--- config.mk ---
export PLATFORM = sky130hd
export DESIGN_NAME = priority_task_scheduler_unit_flat
export DESIGN_NICKNAME = d
export VERILOG_FILES = /design/src/ptsu_pkg.sv /design/src/ptsu_req_if.sv /design/src/ptsu_rsp_if.sv /design/src/ptsu_cell.sv /design/src/priority_task_scheduler_unit.sv /design/src/flat_wrapper.sv
export SDC_FILE = /design/constraint.sdc
export NUM_CORES = 1
export LEC_CHECK = 0
export ABC_AREA = 0
export BUFFER_PORTS_ARGS = -buffer_cell sky130_fd_sc_hd__clkbuf_2
export CAP_MARGIN = 20
export CORE_MARGIN = 10
export CORE_UTILIZATION = 40
export CTS_CLUSTER_DIAMETER = 100
export DETAILED_ROUTE_END_ITERATION = 10
export PLACE_DENSITY = 0.67
export SYNTH_ARGS = -nofsm -noshare
export SYNTH_HDL_FRONTEND = slang
export SYNTH_HIERARCHICAL = 1
export SYNTH_SLANG_ARGS = --single-unit
export TNS_END_PERCENT = 1
--- constraint.sdc ---
create_clock -name clk -period 9.5 [get_ports clk]
set_clock_uncertainty 0.1 [all_clocks]
set_input_delay 0.475 -clock clk [delete_from_list [all_inputs] [get_ports clk]]
set_output_delay 0.475 -clock clk [all_outputs]
set_load 0.01 [all_outputs]
--- src/ptsu_pkg.sv ---
package ptsu_pkg;

  localparam int unsigned KIND_W     = 3;
  localparam int unsigned PRI_W      = 8;
  localparam int unsigned TICK_W     = 16;
  localparam int unsigned STATUS_W   = 3;
  localparam int unsigned SLOT_OUT_W = 4;
  localparam int unsigned TOTAL_W    = 32;
  localparam int unsigned DEPTH_W    = 8;
  // Slot index carried between cells; covers up to 64 slots.
  localparam int unsigned IDX_W      = 6;

  localparam logic [PRI_W-1:0]   IDLE_PRIORITY = 8'd100;
  // Scan seed: one above any stored priority.
  localparam logic [PRI_W:0]     SCAN_SEED_PRI = 9'd256;
  localparam logic [DEPTH_W-1:0] DEPTH_MAX     = 8'd255;

  localparam logic [KIND_W-1:0] KIND_CREATE = 3'd0;
  localparam logic [KIND_W-1:0] KIND_RUN    = 3'd1;
  localparam logic [KIND_W-1:0] KIND_DELAY  = 3'd2;
  localparam logic [KIND_W-1:0] KIND_ENTER  = 3'd3;
  localparam logic [KIND_W-1:0] KIND_EXIT   = 3'd4;

  typedef enum logic [STATUS_W-1:0] {
    ST_OK           = 3'd0,
    ST_FULL         = 3'd1,
    ST_BAD_PRIORITY = 3'd2,
    ST_UNDERFLOW    = 3'd3,
    ST_IGNORED      = 3'd4
  } status_t;

  typedef enum logic [1:0] {
    S_IDLE,
    S_SCAN,
    S_DONE
  } ctrl_state_t;

  // Running best candidate handed from cell to cell during a scan.
  typedef struct packed {
    logic             sweep;
    logic [PRI_W:0]   pri;
    logic [IDX_W-1:0] slot;
  } cand_t;

  // Slot table write broadcast to every cell.
  typedef struct packed {
    logic             create;
    logic             unready;
    logic [IDX_W-1:0] slot;
    logic [PRI_W-1:0] pri;
  } slot_cmd_t;

endpackage

--- src/ptsu_req_if.sv ---
interface ptsu_req_if;
  import ptsu_pkg::*;

  logic              valid;
  logic              ready;
  logic [KIND_W-1:0] kind;
  logic [PRI_W-1:0]  task_priority;
  logic [TICK_W-1:0] delay_ticks;

  modport source (output valid, output kind, output task_priority, output delay_ticks,
                  input ready);
  modport sink (input valid, input kind, input task_priority, input delay_ticks,
                output ready);
endinterface

--- src/ptsu_rsp_if.sv ---
interface ptsu_rsp_if;
  import ptsu_pkg::*;

  logic                  valid;
  logic                  ready;
  logic [STATUS_W-1:0]   status;
  logic [SLOT_OUT_W-1:0] new_slot;
  logic [SLOT_OUT_W-1:0] current_slot;
  logic                  switched;
  logic                  save_context;
  logic [TOTAL_W-1:0]    switch_total;
  logic [DEPTH_W-1:0]    interrupt_depth;

  modport source (output valid, output status, output new_slot, output current_slot,
                  output switched, output save_context, output switch_total,
                  output interrupt_depth, input ready);
  modport sink (input valid, input status, input new_slot, input current_slot,
                input switched, input save_context, input switch_total,
                input interrupt_depth, output ready);
endinterface

--- src/ptsu_cell.sv ---
module ptsu_cell #(
  parameter int unsigned CELL_INDEX = 0
) (
  input  logic                clk,
  input  logic                rst,
  input  ptsu_pkg::slot_cmd_t cmd,
  input  ptsu_pkg::cand_t     cand_in,
  output ptsu_pkg::cand_t     cand_out
);
  import ptsu_pkg::*;

  localparam logic [IDX_W-1:0] MY_IDX = IDX_W'(CELL_INDEX);

  logic             used;
  logic             ready;
  logic [PRI_W-1:0] pri;
  logic             hit;
  logic             take;

  assign hit  = (cmd.slot == MY_IDX);
  // Equal priority: the later (higher) slot wins.
  assign take = used && ready && ({1'b0, pri} <= cand_in.pri);

  always_ff @(posedge clk) begin
    if (rst) begin
      used  <= (CELL_INDEX == 0);
      ready <= (CELL_INDEX == 0);
      pri   <= IDLE_PRIORITY;
    end else begin
      if (cmd.create && hit) begin
        used  <= 1'b1;
        ready <= 1'b1;
        pri   <= cmd.pri;
      end
      if (cmd.unready && hit) begin
        ready <= 1'b0;
      end
    end
  end

  always_ff @(posedge clk) begin
    if (rst) begin
      cand_out.sweep <= 1'b0;
    end else begin
      cand_out.sweep <= cand_in.sweep;
    end
    if (take) begin
      cand_out.pri  <= {1'b0, pri};
      cand_out.slot <= MY_IDX;
    end else begin
      cand_out.pri  <= cand_in.pri;
      cand_out.slot <= cand_in.slot;
    end
  end

endmodule

--- src/priority_task_scheduler_unit.sv ---
// Events that need no rescheduling go from acceptance straight to the result
// register; events that reschedule first run the best-candidate sweep, which
// moves one slot cell per cycle. A new event is accepted only after the result
// of the last one has been loaded into the output register.
// Reset (synchronous, active high): slot 0 holds the idle task at priority 100,
// idle runs, counters and depth are cleared and the result register is emptied.
module priority_task_scheduler_unit #(
  parameter int unsigned TASK_SLOTS = 16
) (
  input logic     clk,
  input logic     rst,
  ptsu_req_if.sink   req,
  ptsu_rsp_if.source rsp
);
  import ptsu_pkg::*;

  localparam int unsigned SLOT_W = (TASK_SLOTS > 1) ? $clog2(TASK_SLOTS) : 1;
  localparam int unsigned CNT_W  = $clog2(TASK_SLOTS + 1);

  // Control state.
  ctrl_state_t        state;
  ctrl_state_t        state_next;
  logic               go;
  logic [CNT_W-1:0]   next_free;
  logic [SLOT_W-1:0]  running;
  logic               started;
  logic [DEPTH_W-1:0] depth;
  logic [TOTAL_W-1:0] counter;
  logic               out_valid;

  // Event held between acceptance and the result.
  status_t            pend_status;
  logic [SLOT_W-1:0]  pend_new;
  logic               pend_delay;
  logic               pend_sw;

  // Output register.
  status_t               out_status;
  logic [SLOT_OUT_W-1:0] out_new;
  logic [SLOT_OUT_W-1:0] out_cur;
  logic                  out_sw;
  logic                  out_save;
  logic [TOTAL_W-1:0]    out_total;
  logic [DEPTH_W-1:0]    out_depth;

  // Decode of the accepted event.
  logic               acc;
  logic               load;
  logic               scan_done;
  logic [SLOT_W-1:0]  best;
  status_t            dec_status;
  logic               dec_sched;
  logic               dec_create;
  logic               dec_unready;
  logic               dec_start;
  logic [DEPTH_W-1:0] dec_depth;
  slot_cmd_t          cmd;

  cand_t cand [0:TASK_SLOTS];

  // ---------------------------------------------------------------------------
  // Slot table: one cell per task slot. A scan enters at cell 0 with a
  // priority worse than any task and leaves the last cell holding the winner.
  // ---------------------------------------------------------------------------
  assign cand[0] = '{sweep: go, pri: SCAN_SEED_PRI, slot: '0};

  for (genvar i = 0; i < TASK_SLOTS; i++) begin : g_cell
    ptsu_cell #(.CELL_INDEX(i)) u_cell (
      .clk      (clk),
      .rst      (rst),
      .cmd      (cmd),
      .cand_in  (cand[i]),
      .cand_out (cand[i+1])
    );
  end

  // ---------------------------------------------------------------------------
  // Sequencer next state
  // ---------------------------------------------------------------------------
  always_comb begin
    state_next = state;
    case (state)
      S_IDLE: begin
        if (acc) begin
          state_next = dec_sched ? S_SCAN : S_DONE;
        end
      end
      S_SCAN: begin
        if (scan_done) begin
          state_next = S_DONE;
        end
      end
      S_DONE: begin
        if (load) begin
          state_next = S_IDLE;
        end
      end
      default: state_next = S_IDLE;
    endcase
  end

  // ---------------------------------------------------------------------------
  // Sequencer outputs and event decode
  // ---------------------------------------------------------------------------
  always_comb begin
    acc       = req.valid && (state == S_IDLE);
    load      = (state == S_DONE) && (!out_valid || rsp.ready);
    scan_done = (state == S_SCAN) && cand[TASK_SLOTS].sweep;
    best      = cand[TASK_SLOTS].slot[SLOT_W-1:0];

    dec_status  = ST_OK;
    dec_sched   = 1'b0;
    dec_create  = 1'b0;
    dec_unready = 1'b0;
    dec_start   = 1'b0;
    dec_depth   = depth;
    case (req.kind)
      KIND_CREATE: begin
        // Bad priority is checked before a full table.
        if (req.task_priority >= IDLE_PRIORITY) begin
          dec_status = ST_BAD_PRIORITY;
        end else if (next_free == CNT_W'(TASK_SLOTS)) begin
          dec_status = ST_FULL;
        end else begin
          dec_create = 1'b1;
          dec_sched  = started;
        end
      end
      KIND_RUN: begin
        dec_start = 1'b1;
        dec_sched = 1'b1;
      end
      KIND_DELAY: begin
        // The idle task is never delayed, so some task always stays ready.
        if ((req.delay_ticks == '0) || (running == '0)) begin
          dec_status = ST_IGNORED;
        end else begin
          dec_unready = 1'b1;
          dec_sched   = 1'b1;
        end
      end
      KIND_ENTER: begin
        if (depth != DEPTH_MAX) begin
          dec_depth = depth + 8'd1;
        end
      end
      KIND_EXIT: begin
        if (depth == '0) begin
          dec_status = ST_UNDERFLOW;
        end else begin
          dec_depth = depth - 8'd1;
          dec_sched = (depth == 8'd1);
        end
      end
      default: dec_status = ST_IGNORED;
    endcase

    cmd.create  = acc && dec_create;
    cmd.unready = acc && dec_unready;
    cmd.slot    = dec_create ? IDX_W'(next_free[SLOT_W-1:0]) : IDX_W'(running);
    cmd.pri     = req.task_priority;

    req.ready = (state == S_IDLE);
  end

  // ---------------------------------------------------------------------------
  // Control registers
  // ---------------------------------------------------------------------------
  always_ff @(posedge clk) begin
    if (rst) begin
      state     <= S_IDLE;
      go        <= 1'b0;
      next_free <= CNT_W'(1);
      running   <= '0;
      started   <= 1'b0;
      depth     <= '0;
      counter   <= '0;
      out_valid <= 1'b0;
    end else begin
      state <= state_next;
      // Launch the scan in the next cycle so the cells already hold this event.
      go    <= acc && dec_sched;
      if (acc) begin
        depth <= dec_depth;
        if (dec_start) begin
          started <= 1'b1;
        end
        if (dec_create) begin
          next_free <= next_free + CNT_W'(1);
        end
      end
      if (scan_done && (best != running)) begin
        running <= best;
        counter <= counter + 32'd1;
      end
      if (load) begin
        out_valid <= 1'b1;
      end else if (rsp.ready) begin
        out_valid <= 1'b0;
      end
    end
  end

  // ---------------------------------------------------------------------------
  // Pending event and output register
  // ---------------------------------------------------------------------------
  always_ff @(posedge clk) begin
    if (acc) begin
      pend_status <= dec_status;
      pend_new    <= dec_create ? next_free[SLOT_W-1:0] : '0;
      pend_delay  <= (req.kind == KIND_DELAY);
      pend_sw     <= 1'b0;
    end
    if (scan_done) begin
      pend_sw <= (best != running);
    end
    if (load) begin
      out_status <= pend_status;
      out_new    <= SLOT_OUT_W'(pend_new);
      out_cur    <= SLOT_OUT_W'(running);
      out_sw     <= pend_sw;
      // Old context is saved only when a delay hands the processor away.
      out_save   <= pend_delay && pend_sw;
      out_total  <= counter;
      out_depth  <= depth;
    end
  end

  assign rsp.valid           = out_valid;
  assign rsp.status          = out_status;
  assign rsp.new_slot        = out_new;
  assign rsp.current_slot    = out_cur;
  assign rsp.switched        = out_sw;
  assign rsp.save_context    = out_save;
  assign rsp.switch_total    = out_total;
  assign rsp.interrupt_depth = out_depth;

endmodule

--- src/flat_wrapper.sv ---
// flat-port wrapper written by rule: the top's interface ports become plain ports
module priority_task_scheduler_unit_flat import ptsu_pkg::*;
#(
  parameter int unsigned TASK_SLOTS = 16
)
  (clk, rst, req_valid, req_kind, req_task_priority, req_delay_ticks, req_ready, rsp_valid, rsp_status, rsp_new_slot, rsp_current_slot, rsp_switched, rsp_save_context, rsp_switch_total, rsp_interrupt_depth, rsp_ready);
  ptsu_req_if req_i ();
  ptsu_rsp_if rsp_i ();
  input logic clk;
  input logic rst;
  input wire logic [$bits(req_i.valid)-1:0] req_valid;
  input wire logic [$bits(req_i.kind)-1:0] req_kind;
  input wire logic [$bits(req_i.task_priority)-1:0] req_task_priority;
  input wire logic [$bits(req_i.delay_ticks)-1:0] req_delay_ticks;
  output wire logic [$bits(req_i.ready)-1:0] req_ready;
  output wire logic [$bits(rsp_i.valid)-1:0] rsp_valid;
  output wire logic [$bits(rsp_i.status)-1:0] rsp_status;
  output wire logic [$bits(rsp_i.new_slot)-1:0] rsp_new_slot;
  output wire logic [$bits(rsp_i.current_slot)-1:0] rsp_current_slot;
  output wire logic [$bits(rsp_i.switched)-1:0] rsp_switched;
  output wire logic [$bits(rsp_i.save_context)-1:0] rsp_save_context;
  output wire logic [$bits(rsp_i.switch_total)-1:0] rsp_switch_total;
  output wire logic [$bits(rsp_i.interrupt_depth)-1:0] rsp_interrupt_depth;
  input wire logic [$bits(rsp_i.ready)-1:0] rsp_ready;
  assign req_i.valid = req_valid;
  assign req_i.kind = req_kind;
  assign req_i.task_priority = req_task_priority;
  assign req_i.delay_ticks = req_delay_ticks;
  assign req_ready = req_i.ready;
  assign rsp_valid = rsp_i.valid;
  assign rsp_status = rsp_i.status;
  assign rsp_new_slot = rsp_i.new_slot;
  assign rsp_current_slot = rsp_i.current_slot;
  assign rsp_switched = rsp_i.switched;
  assign rsp_save_context = rsp_i.save_context;
  assign rsp_switch_total = rsp_i.switch_total;
  assign rsp_interrupt_depth = rsp_i.interrupt_depth;
  assign rsp_i.ready = rsp_ready;
  priority_task_scheduler_unit #(.TASK_SLOTS(TASK_SLOTS)) u_core (.clk(clk), .rst(rst), .req(req_i), .rsp(rsp_i));
endmodule
Word-level counts from Yosys, hierarchy flattened
Cells that the tools add are included.
- bits in registers: 518
- add/sub/neg operators: 4
- magnitude comparators: 17
- equal/unequal tests: 30
- muxes and demuxes: 45
- reductions and logical operators: 104
- operator list (cell ; number):
    $mux W14 ; 14
    $le A8 B9 Y1 ; 15
    $logic_and A1 B1 Y1 ; 71
    $add A32 B1 Y32 const B ; 1
    $eq A4 B4 Y1 const B ; 8
    $reduce_or A2 Y1 ; 16
    $eq A4 B3 Y1 const B ; 4
    $logic_not A16 Y1 ; 1
    $mux W1 ; 16
    $mux W8 ; 2
    $pmux W8 S2 ; 1
    $mux W15 ; 1
    $pmux W3 S4 ; 1
    $mux W2 ; 5
    $le A8 B9 Y1 const B ; 1
    $add A8 B1 Y8 const B ; 1
    $eq A4 B2 Y1 const B ; 2
    $eq A8 B1 Y1 const B ; 1
    $ge A8 B7 Y1 const B ; 1
    $logic_not A8 Y1 ; 1
    $ne A2 B1 Y1 const B ; 4
    $ne A8 B8 Y1 const B ; 1
    $reduce_bool A2 Y1 ; 4
    $sub A8 B1 Y8 const B ; 1
    other kinds (23) ; 27

Longest topological paths before layout
Gate-level depths: netlist (run 1).
- depth in word-level cells: 9
- gate-level depth with buffers: 12
- depth with buffers taken out: 11

By module
The synthesis (run 1) kept the hierarchy.
- modules (own cells, without submodules) (module ; instances ; cells each ; area an instance (um2)):
    ptsu_cell at u_core.g_cell[10].u_cell ... ; 4 ; 142 ; 1340.0
    priority_task_scheduler_unit ; 1 ; 413 ; 4828.4
    ptsu_cell at u_core.g_cell[1].u_cell ... ; 2 ; 142 ; 1337.5
    ptsu_cell at u_core.g_cell[11].u_cell ... ; 2 ; 142 ; 1335.0
    ptsu_cell at u_core.g_cell[13].u_cell ... ; 2 ; 138 ; 1326.3
    ptsu_cell at u_core.g_cell[4].u_cell ... ; 2 ; 138 ; 1265.0
    ptsu_cell at u_core.g_cell[12].u_cell ; 1 ; 148 ; 1333.8
    ptsu_cell at u_core.g_cell[3].u_cell ; 1 ; 137 ; 1327.5
    ptsu_cell at u_core.g_cell[15].u_cell ; 1 ; 138 ; 1318.8
    ptsu_cell at u_core.g_cell[0].u_cell ; 1 ; 136 ; 1267.5

Least setup slack after synthesis (run 1)
No wires, ideal clock.
- path type: input-to-reg
- from: input req_kind[0]
- to: register u_core.g_cell[8].u_cell.pri[2]
- library setup time: 120 ps
- arrival time: 3248 ps
- required time: 9280 ps
- setup slack: 6032 ps
- stages: 9
- buffers on the path: 2
- path through: buf_6 or4_1 nor3_2 inv_2 a21o_1 or4b_1 or4b_4 buf_6 a211o_1
- RTL lines (what ; RTL line ; RTL):
    start, declared ; flat_wrapper.sv:12 ; input wire logic [$bits(req_i.kind)-1:0] req_kind;
    end signal, assigned ; ptsu_cell.sv:33 ; pri <= cmd.pri;
    end, declared ; ptsu_cell.sv:16 ; logic [PRI_W-1:0] pri;

==> impl_metrics.json, run 1 <==
{
  "leakagePower_uw": 0.01135,
  "pin_count": 86,
  "grt_pass1_wl_mm": 96.00,
  "multi_input_area_sq_mm": 0.01259,
  "seq_power_share": 0.389,
  "nets": 2731,
  "drc": 0,
  "design.die.area_sq_mm": 0.07184,
  "dp.cells": 3294,
  "grt_start_max_net_pins": 119,
  "crit_path_start": "req_task_priority[3]",
  "peakVddDrop_mv": 0.1320,
  "synth_area_sq_mm": 0.02461,
  "min_path_type": "input port to flip-flop",
  "cts-root-buf": "clkbuf_16",
  "fmax_mhz": 272.7,
  "first_pass_iters": 5,
  "coreArea_sq_mm": 0.06058,
  "clkPwrFrac": 0.336,
  "post_cts_resized": 0,
  "rsz0062_at_grt": "no",
  "final_common_cell": "dfxtp_1",
  "hold_depth": 4,
  "p_int_uw": 4004,
  "fillCellCount": 5683,
  "r2r-end": "u_core/g_cell[15].u_cell/pri[2]",
  "cp_top_family": "simple AND/OR/NAND/NOR gates",
  "clock_sinks": 490,
  "tightest_slew_ns": 0.9695,
  "cp_max_fo": 19,
  "slew_violations": 0,
  "row_count": 90,
  "via_count": 19090,
  "switching_share": 0.3308,
  "area_growth_pct": 9.625,
  "cts_inserted_buffers": 51,
  "drt_iter0_markers": 1253,
  "endpoint": "u_core/g_cell[15].u_cell/pri[2]",
  "cts_setup_buffers": 0,
  "wl_mm": 59.26,
  "globalplace.congestion": 0.8904,
  "cp-end-kind": "flip-flop",
  "antenna_found_initial": 0,
  "critPathBufInv": 2,
  "synth_warnings": 6,
  "power_switching_uw": 1980,
  "tns_ns": 0,
  "wl_per_cell_um": 17.48,
  "max_cap_viol_count": 0,
  "slowest_stage": "or4b_1",
  "fin_crit_sh": 0.3860,
  "grt_usage": 0.1602,
  "startpoint_type": "input port",
  "viasPerCell": 5.630,
  "cts_tree": "done",
  "start_util": 0.4062,
  "instances_no_fill": 3390,
  "cts_max_path_buffers": 3,
  "hold_violations": 0,
  "reg2reg_from": "u_core/next_free[0]",
  "crit_chain": "clkbuf_2, o311a_1, nor3_2, inv_2, nor2_1, a21o_1, nand4_1, or4b_1, a211o_1",
  "portBuffers": 85,
  "rrSetupSlack_ns": 5.84,
  "cts_htree_levels": 2,
  "synthCells": 2544,
  "powerDensity_mw_per_mm2": 221.8,
  "pwr-share-comb": 0.275,
  "worstPathArrival_ns": 4.05,
  "setup_violations": 0,
  "clkSlewWorstSetupHoldPaths_ns": 0.06,
  "ctsHoldBuffers": 0,
  "globalRoute.totalOverflow": 0,
  "clk_latency_ns": 0.61,
  "ff2ff_path_depth": 10,
  "die_w_um": 268.0,
  "first_global_vias": 18580,
  "antenna_cells": 0,
  "seq_area_sq_mm": 0.01043,
  "critPathMaxStageDelay_ns": 0.79,
  "cp_num_cells": 9,
  "dp_hpwl_mm": 40.95,
  "status": "finished clean",
  "fin_crit_ns": 3.667,
  "die_h_um": 268.0,
  "avgSynthCellArea_sq_um": 9.673,
  "worstPathRequired_ns": 9.88,
  "drive_gt1_frac": 0.1315,
  "ant_nets": 0,
  "layout_common_cells": "dfxtp_1 (428), nand2_1 (305), inv_1 (198), nor2_1 (162), o211ai_1 (147)",
  "relSlewSlack": 0.3536,
  "criticalPathCategory": "input port to flip-flop"
}
worst min path at each step:
stage	slack, ns	from	endpoint
finish	0.1	rsp_ready	u_core/rsp.valid
global route	0.1	rsp_ready	u_core/rsp.valid
CTS	0.07	rsp_ready	u_core/rsp.valid
detailed placement	0.31	u_core/g_cell[14].u_cell/cand_out[1]	u_core/g_cell[15].u_cell/cand_out[1]
global placement	0.31	u_core/g_cell[14].u_cell/cand_out[3]	u_core/g_cell[15].u_cell/cand_out[3]
floorplan	0.29	u_core/g_cell[9].u_cell/cand_out[1]	u_core/g_cell[10].u_cell/cand_out[1]
layer usage:
metal / vias to the layer above / global-route usage / wire length (um)
met2: 463 / 0.2716 / 27880
met4: 0 / 0.04443 / 1270
met3: 87 / 0.02340 / 2871
li1: 9272 / - / -
met5: - / 0 / 0
met1: 9265 / 0.2090 / 27240
tightest hold or removal path, stage by stage:
cell	delay (ns)
clkbuf_2	0.09
nor2b_1	0.08
inv_1	0.06
a21oi_1	0.05
per-stage QoR:
step	utilization	hold slack [ns]	instance area, sq um	power, uW	setup slack, ns
after floorplan	-	0.2949	24830	3822	6.032
after global placement	0.4164	0.3079	25230	3942	5.369
after detailed placement	0.4164	0.3083	25230	3985	5.221
after CTS	0.4448	0.07092	26950	6015	5.852
after global routing	0.4453	0.09622	26980	6290	5.545
final	0.4453	0.09755	26980	5984	5.833
flip-flops by register name, summed over array words and instances, names as in the netlist, 5 cells and up:
name,cells
u_core/next_free,5
u_core/g_cell.u_cell/pri,128
u_core/rsp.switch_total,32
u_core/g_cell.u_cell/ready,16
u_core/rsp.interrupt_depth,8
u_core/g_cell.u_cell/cand_out,215
u_core/counter,32
u_core/g_cell.u_cell/used,15
u_core/depth,8
final cells by class:
cell class,instances,share of cell area
clock buffer,72,0.05468
clock inverter,23,0.009137
inverter,201,0.02801
timing repair buffer,91,0.01841
sequential,490,0.3866
multi-input combinational,1731,0.4669
tap,782,0.03627
power groups by stage:
stage | Sequential, uW | Clock, uW | Combinational (uW)
CTS | 2330 | 2060 | 1620
global placement | 2370 | 0 | 1570
floorplan | 2340 | 0 | 1480
global route | 2340 | 2150 | 1800
finish | 2330 | 2010 | 1650
detailed placement | 2370 | 0 | 1610
Power figures use the tool's default switching activity.
==> run 2: changes to the inputs <==
- PLACE_DENSITY: 0.67 -> 0.69
- clock period: 9.5 -> 3.1 ns (I/O delays scaled with it)
==> run 2 against run 1 <==
Worst hold slack got worse by 0.067 ns; global-route usage is 0.58 points higher; core utilization up 1.2 points; worst setup slack got worse by 5.7 ns; first-iteration DRC count increased by 5.3%; register-to-register slack got worse by 5.7 ns; sequential share of layout area decreased by 1.0 points; final area rose by 2.7%; sequential cell count did not move; critical path type unchanged; critical endpoint is now u_core/g_cell[8].u_cell/pri[6]; largest cell class unchanged.
==> impl_metrics.json, run 2 (synthesis gave the netlist of run 1 again) <==
{
  "regMostFlops": "u_core/g_cell.u_cell/cand_out",
  "cts_max_path_buffers": 3,
  "antenna_found_initial": 0,
  "cts-root-buf": "clkbuf_16",
  "drive_gt1_frac": 0.1579,
  "post-route-util": 0.4575,
  "antenna_cells": 0,
  "peakVddDrop_mv": 0.4080,
  "cp_max_fo": 8,
  "via_count": 19490,
  "clkPwrFrac": 0.334,
  "coreArea_sq_mm": 0.06058,
  "start_util": 0.4062,
  "design.die.area_sq_mm": 0.07184,
  "leakagePower_uw": 0.01174,
  "clk_latency_ns": 0.60,
  "max_cap_viol_count": 0,
  "hold_violations": 0,
  "cts_htree_levels": 2,
  "die_w_um": 268.0,
  "clock_sinks": 490,
  "viasPerCell": 5.619,
  "dp.cells": 3355,
  "reg_top3": "u_core/g_cell.u_cell/cand_out x215, u_core/g_cell.u_cell/pri x128",
  "grt_pass1_wl_mm": 99.13,
  "cts_inserted_buffers": 51,
  "status": "finished clean",
  "pin_count": 86,
  "cp-end-kind": "flip-flop",
  "drc": 0,
  "slew_violations": 0,
  "final_common_cell": "dfxtp_1",
  "power_switching_uw": 6056,
  "worstPathRequired_ns": 3.49,
  "p_int_uw": 12340,
  "finalPower_uw": 18390,
  "largest_reg_flops": 215,
  "grt_usage": 0.1660,
  "globalRoute.totalOverflow": 0,
  "grt_start_max_net_pins": 102,
  "layout_common_cells": "dfxtp_1 (427), nand2_1 (305), inv_1 (198), nor2_1 (160), o211ai_1 (147)",
  "pwr-share-comb": 0.278,
  "wl_mm": 60.97,
  "tightest_slew_ns": 0.9832,
  "fin_crit_sh": 0.9641,
  "ff2ff_path_depth": 10,
  "row_count": 90,
  "worstPathArrival_ns": 3.38,
  "ant_nets": 0,
  "drt_iter0_markers": 1320,
  "startpoint_type": "input port",
  "fin_crit_ns": 2.989,
  "seq_power_share": 0.388,
  "wl_per_cell_um": 17.58,
  "first_pass_iters": 7,
  "area_growth_pct": 12.63,
  "setup_violations": 0,
  "dp_hpwl_mm": 42.62,
  "first_global_vias": 19320,
  "fmax_mhz": 334.6,
  "hold_depth": 4,
  "relSlewSlack": 0.3431,
  "powerDensity_mw_per_mm2": 663.6,
  "cts_tree": "done",
  "instances_no_fill": 3468,
  "nets": 2809,
  "hold_ws_ns": 0.03005,
  "globalplace.congestion": 0.8565,
  "switching_share": 0.3293,
  "min_path_type": "input port to flip-flop",
  "die_h_um": 268.0,
  "criticalPathCategory": "input port to flip-flop",
  "portBuffers": 85,
  "clkSlewWorstSetupHoldPaths_ns": 0.06
}
==> run 2: cell types whose count changed in the layout (fill, tap and decap cells not counted), sizes merged, moves of 2 or more <==
cell	delta
buf	+63
clkinv	-2
dlygate4sd3	+13
clkbuf	+6
or4b	+2
clkinvlp	-5
==> run 2: metrics by stage <==
step                  TNS, ns  worst slack, ns  area, sq um
floorplan             -0.4551         -0.09477        24830
global placement      -0.8401          -0.1064        25720
detailed placement     -1.327          -0.1221        25720
CTS                         0        0.0001164        27600
global route        -0.007363        -0.007363        27720
finish                      0           0.1114        27720
==> run 2: final cells by class <==
class	count	area [sq um]
tap	782	978.4
clock buffer	78	1509
clock inverter	17	190.2
fill	5552	32870
multi-input combinational	1733	12730
sequential	490	10430
inverter	201	755.7
timing repair buffer	167	1125
==> run 2: path summary, 6_finish.rpt <==
kind / from / endpoint / slack (ns)
max: req_task_priority[4] / u_core/g_cell[8].u_cell/pri[6] / 0.11
min: req_task_priority[3] / u_core/g_cell[12].u_cell/pri[3] / 0.03
max reg2reg: u_core/next_free[1] / u_core/g_cell[8].u_cell/pri[6] / 0.13
min reg2reg: u_core/g_cell[14].u_cell/cand_out[2] / u_core/g_cell[15].u_cell/cand_out[2] / 0.32
==> run 2: repair_timing <==
item                                   CTS  global route
gates cloned                             1             1
gates resized for setup                  8            20
setup endpoints to repair               30           123
buffers inserted                         0             3
hold buffers                            13             0
pin swaps                                2            11
endpoints found under the hold margin   43             0
==> run 2: worst max-delay path, cell delays in order <==
cell and delay (ns):
dlygate4sd3_1 0.55, clkbuf_2 0.12, o311a_1 0.51, nor3_4 0.29, inv_2 0.08, a21o_4 0.25
or4b_4 0.52, or4b_4 0.58, a211o_1 0.31
==> run 2: routing by layer <==
metal / up-vias / track usage / part of all wire
li1: 9439 / - / -
met1: 9396 / 0.2062 / 0.43
met2: 538 / 0.2913 / 0.49
met3: 112 / 0.02431 / 0.050
met4: 0 / 0.05237 / 0.026
met5: - / 0 / 0
==> run 2: power by group through the flow <==
stage          Clock, uW  Combinational, uW  Sequential (uW)
2_1_floorplan          0               4540             7170
3_3_place_gp           0               4870             7270
3_5_place_dp           0               5000             7270
4_1_cts             6280               5040             7140
5_1_grt             6530               5610             7180
6_report            6140               5120             7130
